### src/hdl/tpqd_pkg.sv
// Shared types and constants for the throttled priority queue with id dedup.
// No dependencies; every other file imports this package.
package tpqd_pkg;

	localparam int QUEUE_DEPTH = 16;
	localparam int ID_WORDS    = 4;
	localparam int SLOT_W      = $clog2(QUEUE_DEPTH);
	localparam int FIFO_DEPTH  = 2;
	localparam int FIFO_PTR_W  = (FIFO_DEPTH > 1) ? $clog2(FIFO_DEPTH) : 1;
	localparam int FIFO_CNT_W  = $clog2(FIFO_DEPTH + 1);
	localparam int LVL_W       = 25;
	localparam int ACC_W       = 27;

	localparam logic [23:0] BPT_RESET  = 24'(100 * 1024);
	localparam logic [23:0] BMAX_RESET = 24'(200 * 1024);
	localparam logic signed [ACC_W-1:0] BUCKET_LOW = -(ACC_W'(1) <<< 24);

	localparam logic [2:0] CFG_BYTES_PER_TICK = 3'd0;
	localparam logic [2:0] CFG_BYTES_MAX      = 3'd1;
	localparam logic [2:0] CFG_PRIO_ZERO      = 3'd2;
	localparam logic [2:0] CFG_NO_REPLACE     = 3'd3;
	localparam logic [2:0] CFG_NO_THROTTLE    = 3'd4;

	localparam logic MODE_ADD  = 1'b0;
	localparam logic MODE_TICK = 1'b1;

	typedef struct packed {
		logic               mode;
		logic signed [31:0] id_w0;
		logic signed [31:0] id_w1;
		logic signed [31:0] id_w2;
		logic signed [31:0] id_w3;
		logic signed [31:0] priority_req;
		logic [19:0]        byte_size;
		logic               link_busy;
	} in_item_t;

	typedef struct packed {
		logic signed [31:0] out_w0;
		logic signed [31:0] out_w1;
		logic signed [31:0] out_w2;
		logic signed [31:0] out_w3;
		logic signed [31:0] out_priority;
		logic [19:0]        out_size;
		logic               dropped;
		logic               last;
	} out_item_t;

	typedef struct packed {
		logic [23:0] bytes_per_tick;
		logic [23:0] bytes_max;
		logic        prio_zero;
		logic        no_replace;
		logic        no_throttle;
	} cfg_t;

	typedef enum logic [2:0] {
		ST_IDLE,
		ST_ADD_SCAN,
		ST_ADD_DO,
		ST_DR_CHK,
		ST_DR_SCAN,
		ST_DR_EMIT,
		ST_FINISH
	} back_state_t;

endpackage

### src/hdl/tpqd_front.sv
// Front end: takes requests and holds them in a short FIFO for the back end.
// Depends on tpqd_pkg.
module tpqd_front
	import tpqd_pkg::*;
(
	input  logic     clk,
	input  logic     arst_n,
	input  logic     push,
	input  in_item_t push_item,
	output logic     full,
	input  logic     pop,
	output logic     head_valid,
	output in_item_t head
);

	in_item_t              mem_q [FIFO_DEPTH];
	logic [FIFO_PTR_W-1:0] wr_q;
	logic [FIFO_PTR_W-1:0] rd_q;
	logic [FIFO_CNT_W-1:0] cnt_q;
	logic                  do_push;
	logic                  do_pop;

	assign full       = (cnt_q == FIFO_CNT_W'(FIFO_DEPTH));
	assign head_valid = (cnt_q != '0);
	assign head       = mem_q[rd_q];
	assign do_push    = push && !full;
	assign do_pop     = pop && head_valid;

	always_ff @(posedge clk or negedge arst_n) begin
		if (!arst_n) begin
			wr_q  <= '0;
			rd_q  <= '0;
			cnt_q <= '0;
		end else begin
			if (do_push) begin
				wr_q <= (wr_q == FIFO_PTR_W'(FIFO_DEPTH - 1)) ? '0 : wr_q + 1'b1;
			end
			if (do_pop) begin
				rd_q <= (rd_q == FIFO_PTR_W'(FIFO_DEPTH - 1)) ? '0 : rd_q + 1'b1;
			end
			if (do_push && !do_pop) begin
				cnt_q <= cnt_q + 1'b1;
			end else if (do_pop && !do_push) begin
				cnt_q <= cnt_q - 1'b1;
			end
		end
	end

	always_ff @(posedge clk) begin
		if (do_push) begin
			mem_q[wr_q] <= push_item;
		end
	end

endmodule

### src/hdl/tpqd_back.sv
// Back end: slot table, id match scan, min-search drain and token bucket.
// Depends on tpqd_pkg.
module tpqd_back
	import tpqd_pkg::*;
(
	input  logic      clk,
	input  logic      arst_n,
	input  cfg_t      cfg,
	input  logic      cmd_valid,
	input  in_item_t  cmd,
	output logic      cmd_pop,
	output logic      result_valid,
	output out_item_t result
);

	back_state_t state_q, state_d;

	logic                     valid_q [QUEUE_DEPTH];
	logic signed [31:0]       id_q    [QUEUE_DEPTH][ID_WORDS];
	logic signed [31:0]       prio_q  [QUEUE_DEPTH];
	logic [19:0]              size_q  [QUEUE_DEPTH];

	in_item_t                 cur_q;
	logic [SLOT_W-1:0]        idx_q;
	logic                     hit_found_q, free_found_q, best_found_q;
	logic [SLOT_W-1:0]        hit_q, free_q, best_q;
	logic signed [31:0]       hit_prio_q, best_prio_q;
	logic signed [31:0]       best_ids_q [ID_WORDS];
	logic [19:0]              best_size_q;
	logic signed [LVL_W-1:0]  bucket_q;
	logic                     pend_valid_q;
	out_item_t                pend_q;
	logic                     res_valid_q;
	out_item_t                res_q;

	logic signed [31:0]       cur_ids [4];
	logic signed [31:0]       prio_eff;
	logic                     idx_last;
	logic                     id_match;
	logic                     better;
	logic                     lex_lt;
	logic                     can_drain;
	logic signed [ACC_W-1:0]  tick_sum, drain_diff;
	logic signed [31:0]       ins_prio;
	logic [SLOT_W-1:0]        ins_slot;
	logic                     ins_ok;
	out_item_t                drop_res, emit_res, fin_res;
	logic signed [31:0]       out_words [4];
	logic signed [31:0]       drop_words [4];

	assign cur_ids[0] = cur_q.id_w0;
	assign cur_ids[1] = cur_q.id_w1;
	assign cur_ids[2] = cur_q.id_w2;
	assign cur_ids[3] = cur_q.id_w3;
	assign prio_eff   = cfg.prio_zero ? 32'sd0 : cur_q.priority_req;
	assign idx_last   = (idx_q == SLOT_W'(QUEUE_DEPTH - 1));
	assign can_drain  = !cur_q.link_busy && ((bucket_q > 0) || cfg.no_throttle);

	always_comb begin
		id_match = 1'b1;
		lex_lt   = 1'b0;
		for (int w = 0; w < ID_WORDS; w++) begin
			if (id_q[idx_q][w] != cur_ids[w]) begin
				id_match = 1'b0;
			end
		end
		// least significant word first so the leading word decides
		for (int w = ID_WORDS - 1; w >= 0; w--) begin
			if (id_q[idx_q][w] != best_ids_q[w]) begin
				lex_lt = (id_q[idx_q][w] < best_ids_q[w]);
			end
		end
		better = valid_q[idx_q] && (!best_found_q || (prio_q[idx_q] < best_prio_q) ||
			((prio_q[idx_q] == best_prio_q) && lex_lt));
	end

	always_comb begin
		tick_sum   = ACC_W'(bucket_q) + $signed({3'b000, cfg.bytes_per_tick});
		drain_diff = ACC_W'(bucket_q) - $signed({7'b0, best_size_q});
		if (hit_found_q && !cfg.no_replace) begin
			ins_ok   = 1'b1;
			ins_slot = hit_q;
			ins_prio = (prio_eff > hit_prio_q) ? hit_prio_q : prio_eff;
		end else begin
			ins_ok   = free_found_q;
			ins_slot = free_q;
			ins_prio = prio_eff;
		end
	end

	always_comb begin
		for (int w = 0; w < 4; w++) begin
			out_words[w]  = 32'sd0;
			drop_words[w] = 32'sd0;
		end
		for (int w = 0; w < ID_WORDS; w++) begin
			out_words[w]  = best_ids_q[w];
			drop_words[w] = cur_ids[w];
		end
		drop_res = '{out_w0: drop_words[0], out_w1: drop_words[1], out_w2: drop_words[2],
			out_w3: drop_words[3], out_priority: ins_prio, out_size: cur_q.byte_size,
			dropped: 1'b1, last: 1'b0};
		emit_res = '{out_w0: out_words[0], out_w1: out_words[1], out_w2: out_words[2],
			out_w3: out_words[3], out_priority: best_prio_q, out_size: best_size_q,
			dropped: 1'b0, last: 1'b0};
		fin_res      = pend_q;
		fin_res.last = 1'b1;
	end

	always_comb begin
		state_d = state_q;
		cmd_pop = 1'b0;
		unique case (state_q)
			ST_IDLE: begin
				if (cmd_valid) begin
					cmd_pop = 1'b1;
					state_d = (cmd.mode == MODE_TICK) ? ST_DR_CHK : ST_ADD_SCAN;
				end
			end
			ST_ADD_SCAN: begin
				if (idx_last) begin
					state_d = ST_ADD_DO;
				end
			end
			ST_ADD_DO:   state_d = ST_DR_CHK;
			ST_DR_CHK:   state_d = can_drain ? ST_DR_SCAN : ST_FINISH;
			ST_DR_SCAN: begin
				if (idx_last) begin
					state_d = ST_DR_EMIT;
				end
			end
			ST_DR_EMIT:  state_d = best_found_q ? ST_DR_CHK : ST_FINISH;
			ST_FINISH:   state_d = ST_IDLE;
			default:     state_d = ST_IDLE;
		endcase
	end

	always_ff @(posedge clk or negedge arst_n) begin
		if (!arst_n) begin
			state_q <= ST_IDLE;
		end else begin
			state_q <= state_d;
		end
	end

	// control: valid bits, bucket, result sequencing
	always_ff @(posedge clk or negedge arst_n) begin
		if (!arst_n) begin
			for (int i = 0; i < QUEUE_DEPTH; i++) begin
				valid_q[i] <= 1'b0;
			end
			bucket_q     <= LVL_W'($signed({1'b0, BMAX_RESET}));
			pend_valid_q <= 1'b0;
			res_valid_q  <= 1'b0;
		end else begin
			res_valid_q <= 1'b0;
			unique case (state_q)
				ST_IDLE: begin
					if (cmd_valid && cmd.mode == MODE_TICK) begin
						if (tick_sum > $signed({3'b000, cfg.bytes_max})) begin
							bucket_q <= LVL_W'($signed({1'b0, cfg.bytes_max}));
						end else begin
							bucket_q <= tick_sum[LVL_W-1:0];
						end
					end
				end
				ST_ADD_DO: begin
					if (ins_ok) begin
						valid_q[ins_slot] <= 1'b1;
					end else begin
						pend_valid_q <= 1'b1;
					end
				end
				ST_DR_EMIT: begin
					if (best_found_q) begin
						valid_q[best_q] <= 1'b0;
						bucket_q <= (drain_diff < BUCKET_LOW) ? BUCKET_LOW[LVL_W-1:0] :
							drain_diff[LVL_W-1:0];
						pend_valid_q <= 1'b1;
						// previous result now known not to be the last one
						if (pend_valid_q) begin
							res_valid_q <= 1'b1;
						end
					end
				end
				ST_FINISH: begin
					if (pend_valid_q) begin
						res_valid_q  <= 1'b1;
						pend_valid_q <= 1'b0;
					end
				end
				default: ;
			endcase
		end
	end

	// datapath
	always_ff @(posedge clk) begin
		unique case (state_q)
			ST_IDLE: begin
				if (cmd_valid) begin
					cur_q        <= cmd;
					idx_q        <= '0;
					hit_found_q  <= 1'b0;
					free_found_q <= 1'b0;
				end
			end
			ST_ADD_SCAN: begin
				idx_q <= idx_q + 1'b1;
				if (valid_q[idx_q]) begin
					if (id_match && !hit_found_q) begin
						hit_found_q <= 1'b1;
						hit_q       <= idx_q;
						hit_prio_q  <= prio_q[idx_q];
					end
				end else if (!free_found_q) begin
					free_found_q <= 1'b1;
					free_q       <= idx_q;
				end
			end
			ST_ADD_DO: begin
				if (ins_ok) begin
					for (int w = 0; w < ID_WORDS; w++) begin
						id_q[ins_slot][w] <= cur_ids[w];
					end
					prio_q[ins_slot] <= ins_prio;
					size_q[ins_slot] <= cur_q.byte_size;
				end else begin
					pend_q <= drop_res;
				end
			end
			ST_DR_CHK: begin
				idx_q        <= '0;
				best_found_q <= 1'b0;
			end
			ST_DR_SCAN: begin
				idx_q <= idx_q + 1'b1;
				if (better) begin
					best_found_q <= 1'b1;
					best_q       <= idx_q;
					best_prio_q  <= prio_q[idx_q];
					best_size_q  <= size_q[idx_q];
					for (int w = 0; w < ID_WORDS; w++) begin
						best_ids_q[w] <= id_q[idx_q][w];
					end
				end
			end
			ST_DR_EMIT: begin
				if (best_found_q) begin
					pend_q <= emit_res;
					res_q  <= pend_q;
				end
			end
			ST_FINISH: begin
				res_q <= fin_res;
			end
			default: ;
		endcase
	end

	assign result_valid = res_valid_q;
	assign result       = res_q;

endmodule

### src/hdl/throttled_priority_queue_dedup.sv
// Top level: configuration registers, request FIFO front end, table back end.
// Depends on tpqd_pkg, tpqd_front, tpqd_back.
//
//  channel   handshake                      payload
//  request   start & !busy                  item   (in_item_t)
//  result    result_valid, one cycle        result (out_item_t)
//  config    cfg_we                         cfg_index, cfg_data
//
// An add is dispatched, scans all QUEUE_DEPTH slots and then writes one slot.
// Each drain check, when the bucket allows, is followed by a min search over
// all QUEUE_DEPTH slots and an emit step, and a search that finds the table
// empty costs a full search as well. A finish step ends every request. Up to
// FIFO_DEPTH requests queue ahead of the back end; busy is high while that
// FIFO is full. Results cannot be held off.
// Reset clears the table valid bits and loads the bucket with bytes_max.
module throttled_priority_queue_dedup
	import tpqd_pkg::*;
(
	input  logic        clk,
	input  logic        arst_n,
	input  logic        start,
	output logic        busy,
	input  in_item_t    item,
	input  logic        cfg_we,
	input  logic [2:0]  cfg_index,
	input  logic [23:0] cfg_data,
	output logic        result_valid,
	output out_item_t   result
);

	cfg_t     cfg_q;
	logic     head_valid;
	in_item_t head;
	logic     pop;

	always_ff @(posedge clk or negedge arst_n) begin
		if (!arst_n) begin
			cfg_q <= '{bytes_per_tick: BPT_RESET, bytes_max: BMAX_RESET,
				prio_zero: 1'b0, no_replace: 1'b0, no_throttle: 1'b0};
		end else if (cfg_we) begin
			unique case (cfg_index)
				CFG_BYTES_PER_TICK: cfg_q.bytes_per_tick <= cfg_data;
				CFG_BYTES_MAX:      cfg_q.bytes_max      <= cfg_data;
				CFG_PRIO_ZERO:      cfg_q.prio_zero      <= cfg_data[0];
				CFG_NO_REPLACE:     cfg_q.no_replace     <= cfg_data[0];
				CFG_NO_THROTTLE:    cfg_q.no_throttle    <= cfg_data[0];
				default: ;
			endcase
		end
	end

	tpqd_front u_front (
		.clk        (clk),
		.arst_n     (arst_n),
		.push       (start),
		.push_item  (item),
		.full       (busy),
		.pop        (pop),
		.head_valid (head_valid),
		.head       (head)
	);

	tpqd_back u_back (
		.clk          (clk),
		.arst_n       (arst_n),
		.cfg          (cfg_q),
		.cmd_valid    (head_valid),
		.cmd          (head),
		.cmd_pop      (pop),
		.result_valid (result_valid),
		.result       (result)
	);

endmodule

### config.mk
export PLATFORM = sky130hd
export DESIGN_NAME = throttled_priority_queue_dedup
export DESIGN_NICKNAME = d
export VERILOG_FILES = /design/src/hdl/tpqd_pkg.sv /design/src/hdl/tpqd_front.sv /design/src/hdl/tpqd_back.sv /design/src/hdl/throttled_priority_queue_dedup.sv
export SDC_FILE = /design/constraint.sdc
export NUM_CORES = 2
export LEC_CHECK = 0
export BUFFER_PORTS_ARGS = -buffer_cell sky130_fd_sc_hd__clkbuf_2
export CORE_ASPECT_RATIO = 1.4
export CORE_MARGIN = 5
export CORE_UTILIZATION = 50
export DETAILED_ROUTE_END_ITERATION = 6
export PLACE_DENSITY = 0.66
export SYNTH_ARGS = -nofsm -noshare
export SYNTH_HDL_FRONTEND = slang
export SYNTH_SLANG_ARGS = --single-unit
### constraint.sdc
create_clock -name clk -period 39.1 [get_ports clk]
set_clock_uncertainty 0.1 [all_clocks]
set_input_delay 3.91 -clock clk [delete_from_list [all_inputs] [get_ports clk]]
set_output_delay 3.91 -clock clk [all_outputs]
set_load 0.005 [all_outputs]
==> results.ini <==
[layout]
layout-drive-gt1-share_pct=22.7
layout-area-overhead-vs-synth_pct=12.4
multi_input_area_sq_um=38500
final_cell_mix=4019 x edfxtp_1, 600 x mux4_2, 526 x nand2_1
design_area_sq_um=185000
n_fill_cell=24893
layout_commonest_cell=edfxtp_1
nets=9941
final-seq-area_sq_um=123000

[synth]
synth.area.top_cells=edfxtp_1 73%, mux4_2 8.2%, mux2i_1 2.4%
syn_nets=9298
ys_seq_area_share_pct=74.8
syn-cell-area_sq_um=165000
ys_types=82
yosysTopAreaCell=edfxtp_1
synth_top_area_share_pct=73.2
ys_ff_latch=4124
synth-edff-count=4019
synthArstFlopShare_pct=2.45
ys.flop_type=edfxtp_1
synth_area_per_cell_sq_um=18.7
netlist_instances=8821
synth_warnings=0

[timing]
timing.final.crit_share_pct=26.2
slew_viol_final=0
rsz0062_at_grt=false
max_freq_ghz=0.0978
relSlewSlack_pct=1.07
setup_tns_ps=0
period_needed_ps=10230
setup_viol=0
finalHoldViolCount=0
worst_pin_slew_ps=1470

[detailed_routing]
antenna_left=0
wirelength_um=493000
vias_per_cell=6.31
wl_per_cell_um=34.8
drt_iter0_markers=11816
via_count=89476
drc_errors=0
drt-pass1-iter-count=7

[clock_tree]
cts_resized=0
cts_sinks=4124
cts_setup_buffers=0
clock_path_buffers=4
hold_buffers=0
cts_buffers=383
clock_latency_ps=1000
path_clk_slew_ps=70
cts_htree_levels=5
cts_tree=yes
cts-root-buf=clkbuf_16

[setup_path]
critPathLaunchType=flip-flop
cp.arrival_ps=10690
end_kind=flip-flop
crit_required_ps=39560
path_class=reg -> reg
cp_max_fo=51

[run_status]
violations=capacitance limit
outcome=finished with violations

[power]
powerDensity_nw_per_um2=77.9
peakVddDrop_mv=0.0702
p_leak_nw=62.4

[placement]
dpl.hpwl_um=310000
io_buffers=396
placed_area_sq_um=173000
gp_congestion=0.999

[die]
dieArea_sq_um=341000
ios=397
initial_core_util_pct=50.2
die_w_um=495
die_y_um=689
core_sq_um=328000
row_count=249

[hold_path]
hold_class=reg -> reg

[flow_run]
maxCapViolCount=1

[global_route]
grt_usage_pct=28.6
antenna_found_initial=40
grt_max_degree=132
grt.overflow.total=0
grt_pass1_wl_um=688000
grt_pass1_vias=89676

## cells by family after synthesis
kind of cell / count (synthesis) / synth area share [%]
mux: 1320 / 12.8
fa+ha+maj: 264 / 2.01
flops: 4124 / 74.8
xor+xnor: 151 / 0.803
buf+inv: 691 / 1.94
compound gates: 1138 / 4.42
simple gates: 1133 / 3.17
## path summary, 6_finish.rpt
check | start | endpoint | slack, ps | cells past startpoint
setup / recovery | flip-flop | u_back.best_ids_q[1][11] | 28870 | 18
hold / removal | u_back.fin_res[167] | u_back.result[167] | 270 | 0
setup reg to reg | flip-flop | u_back.best_ids_q[1][11] | 28870 | 18
hold reg to reg | u_back.fin_res[167] | u_back.result[167] | 270 | 0
max in group asynchronous | arst_n | u_back.bucket_q[4] | 34710 | 2
min in group asynchronous | arst_n | cfg_q[49] | 2860 | 1
## power breakdown
part	total (mW)	internal [mW]	leakage (nW)	switching, mW
logic	4.53	1.50	18.6	3.03
clock network	3.80	2.15	6.15	1.64
registers	6.09	5.74	37.7	0.355
## flip-flops by register name (all words and copies together) (netlist names), 2 cells and up, named ones only
signal and count:
u_back.id_q 2048, u_back.prio_q 512, u_front.mem_q 364, u_back.size_q 320, u_back.result 182, u_back.fin_res 181
u_back.best_ids_q 128, u_back.cur_ids 128, u_back.cur_q 53, cfg_q 51, u_back.best_prio_q 32, u_back.hit_prio_q 32
u_back.bucket_q 25, u_back.best_size_q 20, u_back.valid_q 16, u_back.best_q 4, u_back.free_q 4, u_back.hit_q 4
u_back.idx_q 4, u_back.state_q 3, u_front.cnt_q 2
## cells in the mapped netlist (30+ instances only)
| master | instances |
|---|---|
| edfxtp_1 | 4019 |
| nor2b_1 | 70 |
| o22ai_1 | 36 |
| buf_1 | 50 |
| a22oi_1 | 133 |
| o21ai_0 | 348 |
| dfrtp_1 | 92 |
| clkbuf_1 | 193 |
| nand4_1 | 52 |
| nor2_1 | 198 |
| a21o_1 | 65 |
| and3_1 | 41 |
| o221ai_1 | 30 |
| xor2_1 | 71 |
| xnor2_1 | 80 |
| nand3_1 | 59 |
| a21oi_1 | 224 |
| mux2i_1 | 390 |
| nand2_1 | 527 |
| a31oi_1 | 53 |
| a221oi_1 | 36 |
| a211oi_1 | 33 |
| inv_1 | 299 |
| buf_2 | 69 |
| buf_6 | 49 |
| nor3_1 | 51 |
| ha_1 | 262 |
| mux4_2 | 600 |
| mux2_2 | 330 |
## layout make-up
class	instances	area share, %
tap	4392	2.97
clock inverter	232	1.39
clock buffer	461	5.43
multi-input combinational	4006	20.8
antenna	18	0.0243
timing repair buffer	649	2.19
sequential	4124	66.6
inverter	300	0.623
## worst max-delay path, cell delays in order (launching register included)
cell and delay (ps):
dfxtp_4 620, buf_4 820, buf_4 890, buf_4 820, mux4_2 600, mux4_2 530, ha_1 340, a211oi_1 290
nor2_1 100, o21ai_0 160, a21oi_1 80, o21ai_0 330, o211ai_1 370, mux2_2 470, o311ai_0 230, a21oi_1 230
nor2_4 800, buf_4 810, buf_4 880
## metrics by stage
| step | power, mW | hold slack [ps] | instances | worst slack [ps] | util [%] |
|---|---|---|---|---|---|
| 6_report | 14.4 | 271 | 14182 | 28870 | 56.4 |
| 5_1_grt | 14.9 | 280 | 14168 | 28390 | 56.4 |
| 4_1_cts | 14.4 | 265 | 14164 | 28840 | 56.4 |
| 3_5_place_dp | 10.6 | 305 | 13471 | 28830 | 52.5 |
| 3_3_place_gp | 10.6 | 304 | 13471 | 28890 | 52.5 |
| 2_1_floorplan | 8.74 | 300 | 8821 | 26030 | - |
## routing by layer
layer / up-vias / wire length [um] / track usage, %
met1: 46693 / 183000 / 37.6
met3: 1094 / 44100 / 5.24
met4: 12 / 32500 / 15.5
met2: 5050 / 234000 / 45.5
li1: 36627 / - / -
met5: - / 81 / 0
Note: power is estimated with default switching activity, not from simulation.
